<file path="src/hw/rtl/alb_pkg.sv">
// Package for the alarm LED blink controller.
// Register indexes, reset values, blink flag positions and shared struct types.
// No dependencies.
package alb_pkg;

   localparam int CSR_INDEX_WIDTH = 8;
   localparam int CSR_DATA_WIDTH  = 8;
   localparam int COUNT_WIDTH     = 8;

   localparam logic [CSR_INDEX_WIDTH-1:0] REG_SHORT_TERMINAL  = 8'd0;
   localparam logic [CSR_INDEX_WIDTH-1:0] REG_MID_TERMINAL    = 8'd1;
   localparam logic [CSR_INDEX_WIDTH-1:0] REG_LONG_TERMINAL   = 8'd2;
   localparam logic [CSR_INDEX_WIDTH-1:0] REG_SAMPLE_TERMINAL = 8'd3;

   localparam logic [COUNT_WIDTH-1:0] SHORT_TERMINAL_RESET  = 8'd15;
   localparam logic [COUNT_WIDTH-1:0] MID_TERMINAL_RESET    = 8'd50;
   localparam logic [COUNT_WIDTH-1:0] LONG_TERMINAL_RESET   = 8'd100;
   localparam logic [COUNT_WIDTH-1:0] SAMPLE_TERMINAL_RESET = 8'd3;

   localparam int NUM_FLAGS = 5;
   localparam int FLAG_ST_MID   = 0;
   localparam int FLAG_ST_SHORT = 1;
   localparam int FLAG_PW_LONG  = 2;
   localparam int FLAG_PW_MID   = 3;
   localparam int FLAG_PW_SHORT = 4;

   localparam int REGION_FAST = 0;
   localparam int REGION_MID  = 1;

   typedef struct packed {
      logic [COUNT_WIDTH-1:0] short_terminal;
      logic [COUNT_WIDTH-1:0] mid_terminal;
      logic [COUNT_WIDTH-1:0] long_terminal;
      logic [COUNT_WIDTH-1:0] sample_terminal;
   } cfg_type;

   typedef struct packed {
      logic [2:0] zone_alarm;
      logic       motor_slow;
      logic       laser_dead;
      logic       over_temp;
      logic       window_dirty;
   } alarm_type;

   typedef struct packed {
      logic power_write;
      logic power_level;
      logic status_write;
      logic status_level;
      logic region_changed;
      logic laser_alarm_write;
   } led_rsp_type;

endpackage

</file>
<file path="src/hw/rtl/alb_csr.sv">
// Configuration registers of the alarm LED blink controller.
// Depends on alb_pkg.
module alb_csr
   import alb_pkg::*;
(
   input  logic                       clock,
   input  logic                       reset,
   input  logic                       csr_valid,
   output logic                       csr_ready,
   input  logic [CSR_INDEX_WIDTH-1:0] csr_index,
   input  logic [CSR_DATA_WIDTH-1:0]  csr_data,
   output cfg_type                    cfg
);

   cfg_type cfg_ff;

   assign csr_ready = 1'b1;
   assign cfg       = cfg_ff;

   always_ff @(posedge clock) begin
      if (reset) begin
         cfg_ff.short_terminal  <= SHORT_TERMINAL_RESET;
         cfg_ff.mid_terminal    <= MID_TERMINAL_RESET;
         cfg_ff.long_terminal   <= LONG_TERMINAL_RESET;
         cfg_ff.sample_terminal <= SAMPLE_TERMINAL_RESET;
      end else if (csr_valid) begin
         case (csr_index)
            REG_SHORT_TERMINAL:  cfg_ff.short_terminal  <= csr_data;
            REG_MID_TERMINAL:    cfg_ff.mid_terminal    <= csr_data;
            REG_LONG_TERMINAL:   cfg_ff.long_terminal   <= csr_data;
            REG_SAMPLE_TERMINAL: cfg_ff.sample_terminal <= csr_data;
            default: ;
         endcase
      end
   end

endmodule

</file>
<file path="src/hw/rtl/alb_tick_core.sv">
// Per-tick state of the controller: blink counters, sticky flags, LED states
// and switch sampling. Result is combinational from the held item and state.
// Depends on alb_pkg.
module alb_tick_core
   import alb_pkg::*;
#(
   parameter int SWITCH_WIDTH = 8
)
(
   input  logic                    clock,
   input  logic                    reset,
   input  logic                    step,
   input  cfg_type                 cfg,
   input  alarm_type               alarm,
   input  logic [SWITCH_WIDTH-1:0] switch_sample,
   output led_rsp_type             rsp,
   output logic [SWITCH_WIDTH-1:0] region_value
);

   localparam int NUM_CNT = 6;
   localparam int CNT_ST_MID   = 0;
   localparam int CNT_ST_SHORT = 1;
   localparam int CNT_PW_LONG  = 2;
   localparam int CNT_PW_MID   = 3;
   localparam int CNT_PW_SHORT = 4;
   localparam int CNT_SAMPLE   = 5;

   logic [COUNT_WIDTH-1:0]  cnt_ff [NUM_CNT];
   logic [COUNT_WIDTH-1:0]  cnt_in [NUM_CNT];
   logic [COUNT_WIDTH-1:0]  term   [NUM_CNT];
   logic [NUM_CNT-1:0]      wrap;
   logic [NUM_FLAGS-1:0]    flags_ff, flags_in, flags_set;
   logic                    power_state_ff, power_state_in;
   logic                    status_state_ff, status_state_in;
   logic [SWITCH_WIDTH-1:0] prev_sample_ff, prev_sample_in;
   logic                    pw_toggle, st_toggle;
   logic                    status_steady, status_blink;

   assign term[CNT_ST_MID]   = cfg.mid_terminal;
   assign term[CNT_ST_SHORT] = cfg.short_terminal;
   assign term[CNT_PW_LONG]  = cfg.long_terminal;
   assign term[CNT_PW_MID]   = cfg.mid_terminal;
   assign term[CNT_PW_SHORT] = cfg.short_terminal;
   assign term[CNT_SAMPLE]   = cfg.sample_terminal;

   always_comb begin
      for (int i = 0; i < NUM_CNT; i++) begin
         wrap[i]   = (cnt_ff[i] == term[i]);
         cnt_in[i] = wrap[i] ? '0 : cnt_ff[i] + 1'b1;
      end
   end

   always_comb begin
      flags_set                = flags_ff;
      flags_set[FLAG_ST_MID]   = flags_ff[FLAG_ST_MID]   | wrap[CNT_ST_MID];
      flags_set[FLAG_ST_SHORT] = flags_ff[FLAG_ST_SHORT] | wrap[CNT_ST_SHORT];
      flags_set[FLAG_PW_LONG]  = flags_ff[FLAG_PW_LONG]  | wrap[CNT_PW_LONG];
      flags_set[FLAG_PW_MID]   = flags_ff[FLAG_PW_MID]   | wrap[CNT_PW_MID];
      flags_set[FLAG_PW_SHORT] = flags_ff[FLAG_PW_SHORT] | wrap[CNT_PW_SHORT];
   end

   always_comb begin
      flags_in        = flags_set;
      power_state_in  = power_state_ff;
      status_state_in = status_state_ff;
      pw_toggle       = 1'b0;
      st_toggle       = 1'b0;
      rsp             = '0;
      status_steady   = alarm.motor_slow | alarm.laser_dead;
      status_blink    = alarm.window_dirty | alarm.over_temp;

      // power LED: highest-priority region bit picks the flag
      if (alarm.zone_alarm != '0) begin
         if (alarm.zone_alarm[REGION_FAST]) begin
            pw_toggle = flags_set[FLAG_PW_SHORT];
            flags_in[FLAG_PW_SHORT] = 1'b0;
         end else if (alarm.zone_alarm[REGION_MID]) begin
            pw_toggle = flags_set[FLAG_PW_MID];
            flags_in[FLAG_PW_MID] = 1'b0;
         end else begin
            pw_toggle = flags_set[FLAG_PW_LONG];
            flags_in[FLAG_PW_LONG] = 1'b0;
         end
         if (pw_toggle) begin
            power_state_in  = ~power_state_ff;
            rsp.power_write = 1'b1;
            rsp.power_level = ~power_state_ff;
         end
      end else begin
         rsp.power_write = 1'b1;
         rsp.power_level = 1'b1;
      end

      // status LED
      if (status_steady) begin
         rsp.status_write      = 1'b1;
         rsp.status_level      = 1'b1;
         rsp.laser_alarm_write = 1'b1;
      end else if (status_blink) begin
         if (alarm.window_dirty) begin
            st_toggle = flags_set[FLAG_ST_MID];
            flags_in[FLAG_ST_MID] = 1'b0;
         end else begin
            st_toggle = flags_set[FLAG_ST_SHORT];
            flags_in[FLAG_ST_SHORT] = 1'b0;
         end
         if (st_toggle) begin
            status_state_in  = ~status_state_ff;
            rsp.status_write = 1'b1;
            rsp.status_level = ~status_state_ff;
         end
         rsp.laser_alarm_write = 1'b1;
      end

      // switch sampling
      rsp.region_changed = wrap[CNT_SAMPLE] && (switch_sample != prev_sample_ff);
      prev_sample_in     = wrap[CNT_SAMPLE] ? switch_sample : prev_sample_ff;
   end

   assign region_value = rsp.region_changed ? switch_sample : '0;

   always_ff @(posedge clock) begin
      if (reset) begin
         for (int i = 0; i < NUM_CNT; i++) begin
            cnt_ff[i] <= '0;
         end
         flags_ff        <= '0;
         power_state_ff  <= 1'b0;
         status_state_ff <= 1'b0;
         prev_sample_ff  <= '0;
      end else if (step) begin
         for (int i = 0; i < NUM_CNT; i++) begin
            cnt_ff[i] <= cnt_in[i];
         end
         flags_ff        <= flags_in;
         power_state_ff  <= power_state_in;
         status_state_ff <= status_state_in;
         prev_sample_ff  <= prev_sample_in;
      end
   end

endmodule

</file>
<file path="src/hw/rtl/alarm_led_blink_controller_top.sv">
// An accepted item passes through the input register, then the result register;
// one item per cycle while rsp_ready does not hold the result register.
// Back-pressure on rsp_ready stalls both registers; req_ready follows it.
// Synchronous active-high reset clears counters, flags, LED states, the last
// switch sample and both valid bits; terminals return to 15, 50, 100 and 3.
module alarm_led_blink_controller_top
   import alb_pkg::*;
#(
   parameter int SWITCH_WIDTH = 8
)
(
   input  logic                       clock,
   input  logic                       reset,
   input  logic                       csr_valid,
   output logic                       csr_ready,
   input  logic [CSR_INDEX_WIDTH-1:0] csr_index,
   input  logic [CSR_DATA_WIDTH-1:0]  csr_data,
   input  logic                       req_valid,
   output logic                       req_ready,
   input  logic [2:0]                 req_zone_alarm,
   input  logic                       req_motor_slow,
   input  logic                       req_laser_dead,
   input  logic                       req_over_temp,
   input  logic                       req_window_dirty,
   input  logic [SWITCH_WIDTH-1:0]    req_switch_sample,
   output logic                       rsp_valid,
   input  logic                       rsp_ready,
   output logic                       rsp_power_write,
   output logic                       rsp_power_level,
   output logic                       rsp_status_write,
   output logic                       rsp_status_level,
   output logic                       rsp_region_changed,
   output logic [SWITCH_WIDTH-1:0]    rsp_region_value,
   output logic                       rsp_laser_alarm_write
);

   cfg_type                 cfg;
   alarm_type               alarm_ff;
   logic [SWITCH_WIDTH-1:0] switch_ff;
   logic                    in_valid_ff;
   logic                    advance;
   logic                    step;
   led_rsp_type             core_rsp;
   logic [SWITCH_WIDTH-1:0] core_value;
   led_rsp_type             rsp_ff;
   logic [SWITCH_WIDTH-1:0] rsp_value_ff;
   logic                    rsp_valid_ff;

   alb_csr u_csr (
      .clock     (clock),
      .reset     (reset),
      .csr_valid (csr_valid),
      .csr_ready (csr_ready),
      .csr_index (csr_index),
      .csr_data  (csr_data),
      .cfg       (cfg)
   );

   assign advance   = !rsp_valid_ff || rsp_ready;
   assign req_ready = !in_valid_ff || advance;
   assign step      = in_valid_ff && advance;

   always_ff @(posedge clock) begin
      if (reset) begin
         in_valid_ff <= 1'b0;
      end else if (req_ready) begin
         in_valid_ff <= req_valid;
      end
   end

   always_ff @(posedge clock) begin
      if (req_valid && req_ready) begin
         alarm_ff.zone_alarm   <= req_zone_alarm;
         alarm_ff.motor_slow   <= req_motor_slow;
         alarm_ff.laser_dead   <= req_laser_dead;
         alarm_ff.over_temp    <= req_over_temp;
         alarm_ff.window_dirty <= req_window_dirty;
         switch_ff             <= req_switch_sample;
      end
   end

   alb_tick_core #(
      .SWITCH_WIDTH (SWITCH_WIDTH)
   ) u_core (
      .clock         (clock),
      .reset         (reset),
      .step          (step),
      .cfg           (cfg),
      .alarm         (alarm_ff),
      .switch_sample (switch_ff),
      .rsp           (core_rsp),
      .region_value  (core_value)
   );

   always_ff @(posedge clock) begin
      if (reset) begin
         rsp_valid_ff <= 1'b0;
      end else if (advance) begin
         rsp_valid_ff <= in_valid_ff;
      end
   end

   always_ff @(posedge clock) begin
      if (step) begin
         rsp_ff       <= core_rsp;
         rsp_value_ff <= core_value;
      end
   end

   assign rsp_valid             = rsp_valid_ff;
   assign rsp_power_write       = rsp_ff.power_write;
   assign rsp_power_level       = rsp_ff.power_level;
   assign rsp_status_write      = rsp_ff.status_write;
   assign rsp_status_level      = rsp_ff.status_level;
   assign rsp_region_changed    = rsp_ff.region_changed;
   assign rsp_region_value      = rsp_value_ff;
   assign rsp_laser_alarm_write = rsp_ff.laser_alarm_write;

endmodule

</file>
<file path="config.mk">
export PLATFORM = sky130hd
export DESIGN_NAME = alarm_led_blink_controller_top
export DESIGN_NICKNAME = d
export VERILOG_FILES = /design/src/hw/rtl/alb_pkg.sv /design/src/hw/rtl/alb_csr.sv /design/src/hw/rtl/alb_tick_core.sv /design/src/hw/rtl/alarm_led_blink_controller_top.sv
export SDC_FILE = /design/constraint.sdc
export NUM_CORES = 1
export LEC_CHECK = 0
export ABC_AREA = 1
export BUFFER_PORTS_ARGS = -buffer_cell sky130_fd_sc_hd__buf_2
export CAP_MARGIN = 5
export CORE_ASPECT_RATIO = 0.9
export CORE_UTILIZATION = 30
export DETAILED_ROUTE_END_ITERATION = 12
export PLACE_DENSITY = 0.48
export SLEW_MARGIN = 10
export SYNTH_ARGS = -nofsm -noshare
export SYNTH_HDL_FRONTEND = slang
export SYNTH_SLANG_ARGS = --single-unit
</file>
<file path="constraint.sdc">
create_clock -name clock -period 2.85 [get_ports clock]
set_input_delay 0.1425 -clock clock [delete_from_list [all_inputs] [get_ports clock]]
set_output_delay 0.1425 -clock clock [all_outputs]
set_load 0.005 [all_outputs]
</file>
==> results.json, run 1 <==
{
  "outcome": "completed",
  "hold_class": "primary input to flop",
  "r2r_setup_slack_ps": 1040,
  "diodes": 0,
  "clk_pin_slew_ps": 50,
  "via_per_inst": 4.44,
  "die_height_um": 136,
  "synthCells": 683,
  "finalHoldViolCount": 0,
  "crit_fanout": 12,
  "p_switching_mw": 0.963,
  "avgSynthCellArea_um2": 8.75,
  "p_seq_frac": 0.472,
  "netlist_area_um2": 5980,
  "synth_area_leaders": "edfxtp_1, dfxtp_1, nand2_1",
  "r2r-end": "u_core.prev_sample_ff[5]",
  "drv_slew": 0,
  "wl_um": 12900,
  "core_region_area_um2": 19300,
  "cts_hold_buf": 15,
  "synth-seq-area-share": 0.551,
  "ios": 53,
  "final_core_util": 0.374,
  "total_power_mw": 4.41,
  "drtIter0Drc": 215,
  "setup_viol": 0,
  "async_reset_ff_frac": 0,
  "track_usage": 0.136,
  "yosysUniqueCellTypes": 31,
  "vias": 4553,
  "grt_max_degree": 53,
  "cts-root-buf": "clkbuf_16",
  "gr-total-overflow": 0,
  "antenna_found_initial": 0,
  "post_cts_resized": 0,
  "drv_cap": 0,
  "period_minus_slack_ps": 1810,
  "synth-edff-count": 77,
  "wl_per_cell_um": 12.6,
  "critPathLaunchType": "flop",
  "synth_nets": 725,
  "p_leak_nw": 3.19,
  "first_pass_iters": 4,
  "ys_warn_count": 0,
  "clockPowerShare": 0.464,
  "cts_buffer_depth": 2,
  "fp-row-count": 48,
  "critical_path_arrival_ps": 2100,
  "gp_congestion": 0.756,
  "fin_nets": 804,
  "synth_top_area_frac": 0.387,
  "die_w_um": 151,
  "drive_above_1_share": 0.112,
  "grt_pass1_vias": 4252,
  "tritoncts": "yes",
  "vdd_drop_max_uv": 341,
  "clock_latency_ps": 410,
  "crit_start": "u_core.cnt_ff[5][6]",
  "cp-end-kind": "flop",
  "switching_share": 0.218,
  "rsz0062_at_grt": "no",
  "power_frac_comb": 0.064,
  "cts_buffers": 17,
  "rr_worst_depth": 5,
  "ys_seq_elements": 126,
  "p_int_mw": 3.45,
  "critPathCapture": "u_core.prev_sample_ff[5]",
  "yosysTopAreaCell": "edfxtp_1",
  "initial_utilization": 0.309,
  "area.growth.synth_to_final_pct": 21.1,
  "period_share": 0.635,
  "worst_ep_required_time_ps": 3150,
  "reg2reg_from": "u_core.cnt_ff[5][6]",
  "cts_setup_buffers": 0,
  "worst_pin_slew_ps": 956,
  "cts_sinks": 126,
  "critPathKind": "flop to flop",
  "maxSlewHeadroom": 0.362,
  "ant_nets": 0,
  "io_buffer_count": 51,
  "dp_hpwl_um": 9320,
  "htreeDepth": 4,
  "fin_skew_ps": 5.77,
  "drcViolationCount": 0,
  "synth_flop_cell": "edfxtp_1",
  "clock.fmax_mhz": 553,
  "power_density_nw_per_um2": 609,
  "grt_first_pass_wirelength_um": 21100,
  "tns_ps": 0,
  "die_area_um2": 20500
}
-- logic make-up (layout without fill, tap and decap cells) --
family	count (synthesis)	after routing	synth area share
AOI/OAI and AO/OA	79	79	0.0730
other	1	1	0.000627
xor gates and xnor gates	44	44	0.0645
buffers and inverters	104	196	0.0686
adders and majority gates	6	6	0.0126
DFF	126	126	0.551
and+or+nand+nor	323	323	0.230
-- power groups by stage --
stage                     Clock, mW  Combinational (mW)  Sequential, mW
after floorplan                   0               0.179            2.10
after global placement            0               0.265            2.12
after detailed placement          0               0.271            2.12
after CTS                      2.09               0.289            2.08
after global routing           2.17               0.326            2.09
final                          2.05               0.285            2.08
-- sequential cells by signal, indices dropped and copies added, names as in the netlist, 5 cells and up --
name / count
u_csr.cfg: 32
rsp_region_value: 8
u_core.flags_ff: 5
switch_ff: 8
u_core.cnt_ff: 48
alarm_ff: 7
u_core.prev_sample_ff: 8
-- critical path, cell delays in order, from the launching register on --
cell      delay, ps
edfxtp_1        440
xor2_1          190
nor4_4          470
nand3_2         310
nor2_1          210
nor2_1           80
-- synth_stat cells, types with 2 or more instances --
library cell / n
a21oi_1: 35
and3_1: 2
buf_4: 3
clkbuf_1: 5
dfxtp_1: 49
edfxtp_1: 77
ha_1: 6
inv_1: 93
nand2_1: 168
nand3_1: 18
nand3_2: 2
nand4_1: 11
nor2_1: 95
nor3_1: 11
nor3b_1: 12
o211ai_1: 13
o21ai_0: 27
xnor2_1: 25
xor2_1: 19
-- worst min path at each step --
stage                               startpoint            to  slack, ps  depth (start not counted)
after floorplan               req_window_dirty   alarm_ff[0]        240                          0
after global placement    req_switch_sample[2]  switch_ff[2]        320                          1
after detailed placement  req_switch_sample[5]  switch_ff[5]        320                          1
after CTS                            req_valid   in_valid_ff        0.4                          3
after global routing                 req_valid   in_valid_ff         20                          3
final                                req_valid   in_valid_ff         20                          3
-- stage by stage --
stage / hold WS, ps / std cells / setup slack [ps] / area [um^2]
floorplan: 241 / 683 / 435 / 5980
global placement: 321 / 978 / 1090 / 6530
detailed placement: 321 / 978 / 1040 / 6530
CTS: 0.427 / 1025 / 1030 / 7240
global route: 17.9 / 1025 / 802 / 7240
finish: 23.8 / 1025 / 1040 / 7240
-- area by class of cell --
type	instances	area, um^2
Clock inverter	2	35.0
Inverter	94	353
Multi-Input combinational cell	453	2270
Tap cell	250	313
Fill cell	1939	12100
Clock buffer	30	524
Sequential cell	126	3290
Timing Repair Buffer	70	448
-- layout by cell type (no fill, tap or decap), types with 3 or more instances in the layout --
master / count
a21oi_1: 35
buf_2: 51
buf_4: 3
clkbuf_1: 8
clkbuf_16: 17
clkbuf_8: 5
dfxtp_1: 49
dlygate4sd3_1: 15
edfxtp_1: 77
ha_1: 6
inv_1: 92
nand2_1: 168
nand3_1: 18
nand4_1: 11
nor2_1: 95
nor3_1: 11
nor3b_1: 12
o211ai_1: 13
o21ai_0: 27
xnor2_1: 25
xor2_1: 19
-- routing by layer --
layer  GRT usage  routed length [um]  share of wire  vias up
li1            -                   -              -     2380
met1       0.182                6320           0.49     2085
met2       0.207                5810           0.45       71
met3      0.0332                 591          0.046       17
met4      0.0606                 193          0.015        0
met5           0                   0              0        -
(Power assumes the default switching activity.)
==> run 2, diff against run 1 <==
Settings changed: PLACE_DENSITY 0.48 to 0.49.
Clock period 2.85 ns to 1.5 ns, I/O delays scaled along.
==> results.json, run 2 (synthesized netlist as in run 1, its figures left out) <==
{
  "outcome": "finished with violations",
  "violations": "hold timing, setup timing",
  "cts_sinks": 126,
  "area.growth.synth_to_final_pct": 40.4,
  "htreeDepth": 4,
  "fin_nets": 893,
  "critPathLaunchType": "flop",
  "finalHoldViolCount": 1,
  "grt_max_degree": 53,
  "cp_slowest_cell": "dfxtp_2",
  "vias": 4829,
  "worst_slack_ps": -37.6,
  "gr-total-overflow": 0,
  "track_usage": 0.149,
  "cts-root-buf": "clkbuf_16",
  "critPathBufInv": 3,
  "setup_viol": 40,
  "grt_pass1_vias": 4653,
  "drcViolationCount": 0,
  "num-fill-cells": 1883,
  "critical_path_arrival_ps": 1700,
  "p_leak_nw": 3.66,
  "highest_layer": "met4",
  "ant_nets": 0,
  "via_per_inst": 4.33,
  "place_ws_ps": -79.4,
  "fp-row-count": 48,
  "vdd_drop_max_uv": 750,
  "worst_ep_required_time_ps": 1660,
  "wl_um": 14600,
  "initial_utilization": 0.309,
  "grt_first_pass_wirelength_um": 23100,
  "wl_met2_um": 6650,
  "critPathKind": "flop to flop",
  "cp_top_family": "buffers and inverters",
  "ios": 53,
  "dp_hpwl_um": 9670,
  "cts_buffers": 17,
  "largest_register_ffs": 48,
  "worstPathCellList": "nand2_2 > nand2_4 > clkinvlp_4 > nor2_4 > clkinvlp_4 > buf_12",
  "whs_ps": -0.382,
  "core_region_area_um2": 19300,
  "drv_cap": 0,
  "tritoncts": "yes",
  "period_share": 1.03,
  "crit_fanout": 26,
  "fin_skew_ps": 7.41,
  "wl_met3_um": 433,
  "cpPeakStageDelay_ps": 340,
  "final_common_cell": "nand2_1",
  "power_density_nw_per_um2": 1030,
  "period_minus_slack_ps": 1540,
  "cp-end-kind": "flop",
  "gp_congestion": 0.734,
  "die_height_um": 136,
  "layout_common_cells": "nand2_1, inv_1, edfxtp_1",
  "diodes": 0,
  "clock_latency_ps": 420,
  "drive_above_1_share": 0.315,
  "first_pass_iters": 4,
  "wl_per_cell_um": 13.1,
  "met1_length_um": 7420,
  "top_register": "u_core.cnt_ff",
  "path_common_cell": "clkinvlp_4",
  "io_buffer_count": 51,
  "drv_slew": 0,
  "rsz0062_at_grt": "yes",
  "drtIter0Drc": 270,
  "cts_buffer_depth": 2,
  "die_w_um": 151,
  "clock.fmax_mhz": 650,
  "die_area_um2": 20500,
  "clk_pin_slew_ps": 60,
  "antenna_found_initial": 0,
  "hold_class": "primary input to flop"
}
[run 2: cell types whose count changed in the layout (fill, tap and decap cells not counted), moves of 7 or more]
| cell | before | now |
|---|---|---|
| buf_4 | 3 | 67 |
| nand2_1 | 168 | 132 |
| nand2_2 | 0 | 33 |
| nor2_1 | 95 | 72 |
| nor2_2 | 0 | 17 |
| buf_6 | 0 | 13 |
| inv_1 | 92 | 79 |
| inv_2 | 2 | 13 |
| clkinvlp_4 | 0 | 8 |
| nand3_1 | 18 | 11 |
| o21ai_0 | 27 | 20 |
[run 2: layout make-up]
cell class	count	area, um^2	share of cell area
Multi-Input combinational cell	454	2640	0.315
Tap cell	250	313	0.0373
Inverter	94	360	0.0429
Clock buffer	22	464	0.0553
Clock inverter	10	90.1	0.0107
Timing Repair Buffer	158	1230	0.146
Sequential cell	126	3300	0.393
[run 2: final timing paths]
path,startpoint,endpoint,slack [ps],cells after the start
setup / recovery,rsp_valid,u_core.cnt_ff[1][5],-40,6
hold / removal,csr_data[4],u_csr.cfg[20],-0.4,3
setup reg to reg,rsp_valid,u_core.cnt_ff[1][5],-40,6
hold reg to reg,u_core.flags_ff[2],u_core.flags_ff[2],480,2
[run 2: metrics by stage]
stage / area (um^2) / std cells / power, mW / setup TNS (ps) / utilization
after floorplan: 6010 / 683 / 4.35 / -32150 / -
after global placement: 7040 / 1039 / 4.68 / -864 / 0.364
after detailed placement: 7040 / 1039 / 4.68 / -1730 / 0.364
after CTS: 7950 / 1099 / 8.65 / -118 / 0.411
after global routing: 8390 / 1114 / 9.01 / -6560 / 0.434
final: 8390 / 1114 / 8.68 / -1000 / 0.434
[run 2: what timing repair did]
item,4_1_cts,5_1_grt
pin swaps,14,36
endpoints found under the hold margin,23,0
gates cloned,1,3
setup endpoints to repair,51,118
resized for setup,21,105
hold buffers,22,0
setup buffers,5,13
[run 2: worst register-to-register path: stages (launching register included)]
cell and delay, ps:
dfxtp_2 340, nand2_2 70, nand2_4 110, clkinvlp_4 120
nor2_4 150, clkinvlp_4 230, buf_12 250
[run 2: power by group]
group,total [mW],internal (mW),switching [mW]
Combinational,0.875,0.420,0.455
Clock,3.88,2.35,1.52
Sequential,3.93,3.83,0.103
Total,8.68,6.60,2.08
[run 2: layer usage]
metal  up-vias  global-route usage
met2        51               0.224
li1       2560                   -
met1      2206               0.205
met4         0              0.0578
met5         -                   0
met3        12              0.0349
==> run 3, diff against run 2 <==
Settings changed: SKIP_LAST_GASP from default to 1.
==> results.json, run 3 (synthesized netlist as in run 1, its figures left out) <==
{
  "cts_sinks": 126,
  "cts-root-buf": "clkbuf_16",
  "diodes": 0,
  "tritoncts": "yes",
  "tns_ps": -1130,
  "ant_nets": 0,
  "final_common_cell": "nand2_1",
  "grt_first_pass_wirelength_um": 23100,
  "grt_max_degree": 53,
  "fp-row-count": 48,
  "track_usage": 0.149,
  "drv_slew": 0,
  "die_height_um": 136,
  "largest_register_ffs": 48,
  "worst_slack_ps": -38.8,
  "drcViolationCount": 0,
  "area.growth.synth_to_final_pct": 39.6,
  "grt_pass1_vias": 4653,
  "cts_buffers": 17,
  "power_density_nw_per_um2": 1040,
  "cp_top_family": "buffers and inverters",
  "die_w_um": 151,
  "cp_slowest_cell": "dlygate4sd3_1",
  "die_area_um2": 20500,
  "top_register": "u_core.cnt_ff",
  "crit_fanout": 26,
  "outcome": "finished with violations",
  "drv_cap": 0,
  "drive_above_1_share": 0.302,
  "setup_viol": 45,
  "period_share": 1.03,
  "period_minus_slack_ps": 1540,
  "worstPathCellList": "dlygate4sd3_1 > buf_2 > inv_2 > nand2_2 > nand2_4 > clkinvlp_4 > nor2_4 > clkinvlp_4 > buf_12",
  "dp_hpwl_um": 9670,
  "drtIter0Drc": 277,
  "gp_congestion": 0.734,
  "core_region_area_um2": 19300,
  "path_common_cell": "clkinvlp_4",
  "critPathKind": "primary input to flop",
  "hold_class": "primary input to flop",
  "vdd_drop_max_uv": 742,
  "via_per_inst": 4.32,
  "critical_path_arrival_ps": 1700,
  "io_buffer_count": 51,
  "initial_utilization": 0.309,
  "layout_common_cells": "nand2_1, inv_1, edfxtp_1",
  "fin_nets": 893,
  "violations": "setup timing",
  "wl_per_cell_um": 13.1,
  "ios": 53,
  "finalHoldViolCount": 0,
  "critPathBufInv": 6,
  "first_pass_iters": 4,
  "rsz0062_at_grt": "yes",
  "antenna_found_initial": 0,
  "worst_ep_required_time_ps": 1660,
  "fin_skew_ps": 6.56,
  "htreeDepth": 4,
  "clk_pin_slew_ps": 60,
  "gr-total-overflow": 0,
  "cp-end-kind": "flop",
  "critPathLaunchType": "primary input",
  "whs_ps": 1.62,
  "wl_um": 14600,
  "p_leak_nw": 3.65,
  "vias": 4818,
  "cts_buffer_depth": 2,
  "cpPeakStageDelay_ps": 520,
  "clock_latency_ps": 420,
  "clock.fmax_mhz": 650
}
[run 3: changes by cell type in the layout (fill, tap and decap cells not counted), sizes merged]
cell | previous run | this run
dlygate4sd3 | 21 | 22
dlymetal6s4s | 1 | 0
[run 3: power breakdown]
| part | switching (mW) | internal (mW) |
|---|---|---|
| clock | 1.51 | 2.35 |
| sequential | 0.102 | 3.83 |
| combinational | 0.447 | 0.415 |
[run 3: worst paths after layout]
kind                      start                   to  slack, ps  cells past startpoint
min                 csr_data[4]        u_csr.cfg[20]          2                      3
min reg2reg  u_core.flags_ff[0]   u_core.flags_ff[0]        480                      2
max reg2reg           rsp_valid  u_core.cnt_ff[1][4]        -30                      6
max                   rsp_ready  u_core.cnt_ff[1][4]        -40                      9
[run 3: repair_timing]
item,4_1_cts,5_1_grt
pin swaps,14,36
hold buffers,22,0
buffers inserted,5,13
endpoints found under the setup margin,51,118
hold endpoints to repair,23,0
resized for setup,21,88
gates cloned,1,3
[run 3: tightest hold or removal path: stages]
cell      delay (ps)
buf_2            160
nand2_1           70
o211ai_1          70
[run 3: per-layer routing]
layer / share of wire / wire length (um) / global-route usage
met4: 0.0069 / 101 / 0.0578
met1: 0.50 / 7350 / 0.205
met5: 0 / 0 / 0
met3: 0.032 / 460 / 0.0349
met2: 0.46 / 6660 / 0.224
[run 3: area by class of cell]
type                       instances  area [um^2]
timing repair buffer             158         1220
sequential                       126         3300
tap                              250          313
clock buffer                      22          464
fill                            1885        11000
clock inverter                    10         90.1
inverter                          94          360
multi-input combinational        454         2600
[run 3: through the flow]
step	power, mW	area, um^2	worst slack (ps)	utilization	cells
2_1_floorplan	4.35	6010	-614	-	683
3_3_place_gp	4.68	7040	-64.3	0.364	1039
3_5_place_dp	4.68	7040	-79.4	0.364	1039
4_1_cts	8.65	7950	-25.2	0.411	1099
5_1_grt	8.99	8340	-116	0.431	1114
6_report	8.65	8340	-38.8	0.431	1114
